`config.mk`:
```
export PLATFORM = sky130hd
export DESIGN_NAME = smoothed_scan_peak_finder
export DESIGN_NICKNAME = d
export VERILOG_FILES = /design/src/sspf_pkg.sv /design/src/smoothed_scan_peak_finder.sv /design/src/sspf_tracker.sv
export SDC_FILE = /design/constraint.sdc
export NUM_CORES = 1
export LEC_CHECK = 0
export BUFFER_PORTS_ARGS = -buffer_cell sky130_fd_sc_hd__buf_2
export CAP_MARGIN = 5
export CELL_PAD_IN_SITES_DETAIL_PLACEMENT = 0
export CELL_PAD_IN_SITES_GLOBAL_PLACEMENT = 1
export CORE_ASPECT_RATIO = 0.7
export CORE_MARGIN = 2
export CORE_UTILIZATION = 49
export DETAILED_ROUTE_END_ITERATION = 10
export PLACE_DENSITY_LB_ADDON = 0.2
export SYNTH_ARGS = -nofsm -noshare
export SYNTH_HDL_FRONTEND = slang
export SYNTH_SLANG_ARGS = --single-unit
```
`constraint.sdc`:
```
create_clock -name clock -period 11 [get_ports clock]
set_input_delay 1.1 -clock clock [delete_from_list [all_inputs] [get_ports clock]]
set_output_delay 1.1 -clock clock [all_outputs]
set_load 0.1 [all_outputs]
```
`src/sspf_pkg.sv`:
```
// Shared constants, types and the divide-by-ten helper of the scan peak finder.
package sspf_pkg;

   // Scan length limit and the widths of the fields.
   localparam int MAX_STEPS    = 1024;
   localparam int SampleWidth  = 8;
   localparam int IndexWidth   = 10;
   localparam int IndexMax     = (1 << IndexWidth) - 1;
   localparam int StepCap      = (MAX_STEPS - 1 > IndexMax) ? IndexMax : MAX_STEPS - 1;

   // Filter sum 9*s + x stays below 2560, so twelve bits hold it.
   localparam int SumWidth     = 12;

   // Reciprocal of ten: floor(v * 6554 / 2^16) equals floor(v / 10) for every v below 2560.
   localparam int Div10Shift   = 16;
   localparam int Div10Mult    = 6554;
   localparam int Div10MulW    = 13;
   localparam int Div10ProdW   = SumWidth + Div10MulW;

   // Byte-padded width of the response data word.
   localparam int RspDataWidth = 24;

   // Scan tracking state carried between the top level and the tracker.
   typedef struct packed {
      logic [SampleWidth-1:0] smoothed;
      logic [SampleWidth-1:0] best_smoothed;
      logic [IndexWidth-1:0]  best_index;
      logic [SampleWidth-1:0] best_raw;
      logic [IndexWidth-1:0]  step_count;
      logic                   scan_start;
   } scan_state_type;

   // Quotient by ten through the reciprocal multiply.
   function automatic logic [SampleWidth-1:0] div10(input logic [SumWidth-1:0] value);
      logic [Div10ProdW-1:0] product;
      product = Div10ProdW'(value) * Div10ProdW'(Div10Mult);
      return product[Div10Shift +: SampleWidth];
   endfunction

endpackage

```
`src/smoothed_scan_peak_finder.sv`:
```
// Top level of the smoothed scan peak finder: input register, scan state, result register.
//
//   channel   direction  fields (low bit up)                        accepted when
//   req_*     in         tdata: sample[7:0]; tlast: last of scan    req_tvalid && req_tready
//   rsp_*     out        tdata: peak_index[9:0], peak_sample[17:10]  rsp_tvalid && rsp_tready
//
// One request per cycle is taken unless an end of scan stalls; the filter and peak update
// are combinational, a loop through the divide-by-ten multiply and the best-value compare.
// A result is registered once the request that ends the scan leaves the input register.
// Synchronous reset empties both registers and arms the start of a new scan.
// While a result waits, requests that do not end a scan keep flowing; a second
// end of scan stalls in the input register until the waiting result is taken.
module smoothed_scan_peak_finder
   import sspf_pkg::*;
(
   input  logic                    clock,
   input  logic                    reset,
   input  logic                    req_tvalid,
   output logic                    req_tready,
   input  logic [7:0]              req_tdata,   // sample[7:0]
   input  logic                    req_tlast,
   output logic                    rsp_tvalid,
   input  logic                    rsp_tready,
   output logic [RspDataWidth-1:0] rsp_tdata    // peak_index[9:0], peak_sample[17:10], zeros
);

   logic                   in_valid_ff, in_valid_in;
   logic [SampleWidth-1:0] in_sample_ff;
   logic                   in_last_ff;
   scan_state_type         state_ff, state_in;
   logic                   rsp_valid_ff, rsp_valid_in;
   logic [IndexWidth-1:0]  rsp_index_ff;
   logic [SampleWidth-1:0] rsp_sample_ff;
   logic                   advance;
   logic                   req_accept;

   // The held request moves on unless it ends a scan and the result slot is still full.
   assign advance    = in_valid_ff && (!in_last_ff || !rsp_valid_ff || rsp_tready);
   assign req_tready = !in_valid_ff || advance;
   assign req_accept = req_tvalid && req_tready;

   sspf_tracker u_tracker (
      .state_cur  (state_ff),
      .sample     (in_sample_ff),
      .scan_end   (in_last_ff),
      .state_next (state_in)
   );

   // Input register.
   assign in_valid_in = req_accept || (in_valid_ff && !advance);

   always_ff @(posedge clock) begin
      if (reset) begin
         in_valid_ff <= 1'b0;
      end else begin
         in_valid_ff <= in_valid_in;
      end
      if (req_accept) begin
         in_sample_ff <= req_tdata;
         in_last_ff   <= req_tlast;
      end
   end

   // Scan state; the end of a scan arms the next one.
   always_ff @(posedge clock) begin
      if (reset) begin
         state_ff <= '{scan_start: 1'b1, default: '0};
      end else if (advance) begin
         state_ff <= state_in;
      end
   end

   // Result register.
   always_comb begin
      rsp_valid_in = rsp_valid_ff && !rsp_tready;
      if (advance && in_last_ff) begin
         rsp_valid_in = 1'b1;
      end
   end

   always_ff @(posedge clock) begin
      if (reset) begin
         rsp_valid_ff <= 1'b0;
      end else begin
         rsp_valid_ff <= rsp_valid_in;
      end
      if (advance && in_last_ff) begin
         rsp_index_ff  <= state_in.best_index;
         rsp_sample_ff <= state_in.best_raw;
      end
   end

   assign rsp_tvalid = rsp_valid_ff;
   assign rsp_tdata  = {(RspDataWidth - IndexWidth - SampleWidth)'(0), rsp_sample_ff,
                        rsp_index_ff};

   // The step index never passes its cap.
   a_step_capped: assert property (@(posedge clock) disable iff (reset)
      state_ff.step_count <= IndexWidth'(StepCap))
      else $error("step index beyond its cap");

   // Within a scan the recorded peak never lies after the latest step.
   a_best_order: assert property (@(posedge clock) disable iff (reset)
      !state_ff.scan_start |-> state_ff.best_index <= state_ff.step_count)
      else $error("peak index after the latest step");

   // Ending a scan loads a result and arms a new scan.
   a_end_of_scan: assert property (@(posedge clock) disable iff (reset)
      advance && in_last_ff |=> rsp_tvalid && state_ff.scan_start)
      else $error("end of scan did not load a result");

   // Requests stall only behind a scan end that waits for the result slot.
   a_stall_cause: assert property (@(posedge clock) disable iff (reset)
      !req_tready |-> in_valid_ff && in_last_ff && rsp_valid_ff && !rsp_tready)
      else $error("request stalled without cause");

endmodule

```
`src/sspf_tracker.sv`:
```
// Low-pass filter step and peak tracking for one sample of a scan.
module sspf_tracker
   import sspf_pkg::*;
(
   input  scan_state_type         state_cur,
   input  logic [SampleWidth-1:0] sample,
   input  logic                   scan_end,
   output scan_state_type         state_next
);

   logic [SumWidth-1:0]   filter_sum;
   logic [SampleWidth-1:0] filter_out;
   logic [IndexWidth:0]   index_inc;
   logic [IndexWidth-1:0] index_next;

   // Smoothed value: floor((9*previous + sample) / 10).
   assign filter_sum = SumWidth'({state_cur.smoothed, 3'b000}) + SumWidth'(state_cur.smoothed)
                       + SumWidth'(sample);
   assign filter_out = div10(filter_sum);

   // Step index advances and holds at the cap on long scans.
   assign index_inc  = {1'b0, state_cur.step_count} + (IndexWidth + 1)'(1);
   assign index_next = (index_inc > (IndexWidth + 1)'(StepCap)) ?
                       IndexWidth'(StepCap) : index_inc[IndexWidth-1:0];

   // The first sample of a scan seeds everything; later ones replace the best on a strict rise.
   // The end of a scan arms the next one.
   always_comb begin
      state_next            = state_cur;
      state_next.scan_start = scan_end;
      if (state_cur.scan_start) begin
         state_next.smoothed      = sample;
         state_next.step_count    = '0;
         state_next.best_smoothed = sample;
         state_next.best_index    = '0;
         state_next.best_raw      = sample;
      end else begin
         state_next.smoothed   = filter_out;
         state_next.step_count = index_next;
         if (filter_out > state_cur.best_smoothed) begin
            state_next.best_smoothed = filter_out;
            state_next.best_index    = index_next;
            state_next.best_raw      = sample;
         end
      end
   end

endmodule

```
==> flow_summary_export.csv <==
group,metric,value,unit
outcome,run_status,"finished clean",
clock_tree,post_cts_buffers,0,
final_layout,fin_util,0.549,
yosys,synth_top_cell_area_share,0.189,
timing,report.final.setup_viol,0,
die,die_height,102,um
die,die_area,0.0146,mm^2
timing,finalCriticalPeriod,9110,ps
yosys,ys.flop_type,"dfxtp_1",
clock_tree,clockBufferDepth,2,
timing,clock.fmax,0.110,GHz
setup_path,worst_setup_path_end_kind,"flip-flop",
timing,fin_tns_setup,0,ps
timing,fin_crit_sh,0.828,
grt,grt-ovfl-total,0,
placed_design,dpl_cell_area,0.00697,mm^2
yosys,synth_most_common_cell,"inv_1",
placed_design,io_buffers,32,
setup_path,critical_path_arrival,9340,ps
timing,maxSlewViolCount,0,
clock_tree,cts_max_level,3,
grt,grt_pass1_vias,4891,
yosys,synth_seq_cells,74,
final_layout,nFillCells,1243,
drt,routed_wl,16600,um
clock_tree,clock-sinks,74,
die,ios,39,
setup_path,crit_fanout,21,
drt,ant_nets,0,
placed_design,place_congestion,0.868,
yosys,synth_edf_count,27,
yosys,syn_inst,734,
die,initial_core_util,0.506,
grt,grt_max_degree,40,
final_layout,syn_to_final_growth,8.58,%
timing,worst_pin_slew,815,ps
die,core_area,0.0132,mm^2
yosys,synth.area.top_cells,"ha_1, dfxtp_1, fa_1",
timing,skew,5.71,ps
run,drv_cap,0,
timing,fin_hold_ws,451,ps
clock_tree,clock_latency,340,ps
clock_tree,cts_repair_resize_count,0,
setup_path,critPathLaunchType,"flip-flop",
final_layout,multiInputGateArea,0.00439,mm^2
yosys,synth_top_cell_by_area,"ha_1",
hold_path,hp-class,"flip-flop to flip-flop",
final_layout,insertedDiodeCount,0,
die,dieWidth,144,um
drt,num_vias,5264,
grt,grt_pass1_wl,26700,um
die,rows,35,
timing,rsz0062_at_grt,"false",
drt,drc,0,
clock_tree,tritoncts,"yes",
setup_path,cpPeakStageDelay,700,ps
final_layout,stdcell_area,0.00727,mm^2
setup_path,cpMaxStageDelayCell,"and3_1",
yosys,seq_area_frac_synth,0.262,
grt,antenna_found_initial,0,
clock_tree,numCtsBuffers,9,
yosys,yosys_warnings,0,
yosys,ys_async_sr_fraction,0,
yosys,synth_common_cells,"inv_1, ha_1, nand2_1, a21oi_1",
yosys,syn-cell-area,0.00669,mm^2
final_layout,layout-drive-gt1-share,0.0843,
setup_path,required,11230,ps
drt,vias_per_cell,5.58,
timing,hold_violations,0,
drt,wire_per_inst,17.6,um
final_layout,regArea,0.00175,mm^2
placed_design,dp.final_hpwl,13000,um
yosys,ys_types,63,
clock_tree,cts_hold_buf,0,
final_layout,nets,912,
drt,first_pass_iters,5,
clock_tree,clk_pin_slew,60,ps
grt,grt_usage,0.241,
timing,slew_headroom,0.455,
clock_tree,root_buffer,"clkbuf_16",
setup_path,worstSetupPathType,"flip-flop to flip-flop",
drt,first_iter_violations,424,
setup_path,crit_path_frequent_cell,"inv_1",
yosys,avgSynthCellArea,9.12,um^2
## cell families (layout without fill, tap and decap cells)
family | Yosys count | in the layout | share of synthesized area
other | 1 | 6 | 0.000560
buffers and inverters | 143 | 163 | 0.0853
flip-flops | 74 | 74 | 0.262
XOR/XNOR | 24 | 24 | 0.0335
AO/OA/AOI/OAI | 149 | 149 | 0.145
multiplexers | 15 | 15 | 0.0239
AND/OR/NAND/NOR | 183 | 183 | 0.130
adder cells (fa/ha/maj) | 145 | 145 | 0.320
## placed cells by master (no fill, tap or decap), types with 30 or more instances in the layout
cell     Yosys  layout
a21oi_1     49      49
buf_2        9      32
dfxtp_1     47      47
fa_1        44      44
ha_1       101     101
inv_1      112     112
nand2_1     50      50
nor2_1      47      47
o21ai_0     30      30
## per-layer routing
layer	track usage	vias to the layer above	part of all wire
met5	0	-	0
met4	0.0317	0	0.0054
met3	0.0492	13	0.052
met2	0.322	124	0.38
met1	0.400	2553	0.56
li1	-	2574	-
## critical path: cells and delay by family, from the launching register on
kind / cells / cell delay (ps)
and+or+nand+nor: 7 / 1930
adders and majority gates: 9 / 4010
buffers and inverters: 6 / 350
AOI/OAI and AO/OA: 9 / 2160
DFF: 1 / 380
xor gates and xnor gates: 1 / 180
## stage by stage
step	std cells	setup slack (ps)
final	944	1890
after global routing	944	1380
after CTS	944	1970
after detailed placement	928	2040
after global placement	928	2170
after floorplan	739	3110
## registers in the layout, summed over array words and instances (netlist names)
register       cells
in_sample_ff       8
rsp_sample_ff      8
rsp_tvalid         1
in_valid_ff        1
in_last_ff         1
rsp_index_ff      10
state_ff          45
## area by class of cell
| cell class | count | share of cell area |
|---|---|---|
| sequential | 74 | 0.241 |
| clock buffer | 10 | 0.0315 |
| tap | 185 | 0.0319 |
| clock inverter | 6 | 0.00913 |
| timing repair buffer | 34 | 0.0241 |
| multi-input combinational | 522 | 0.604 |
| inverter | 113 | 0.0584 |
## final timing paths
path | slack (ps) | to | startpoint | cells after the start
worst min register to register | 450 | state_ff[25] | state_ff[25] | 2
worst max-delay path | 1890 | state_ff[33] | in_sample_ff[3] | 32
worst min-delay path | 450 | state_ff[25] | state_ff[25] | 2
worst max register to register | 1890 | state_ff[33] | in_sample_ff[3] | 32
Power is not shown: default switching activity piles up to over one toggle a cycle in this logic, so the estimate is an artifact.
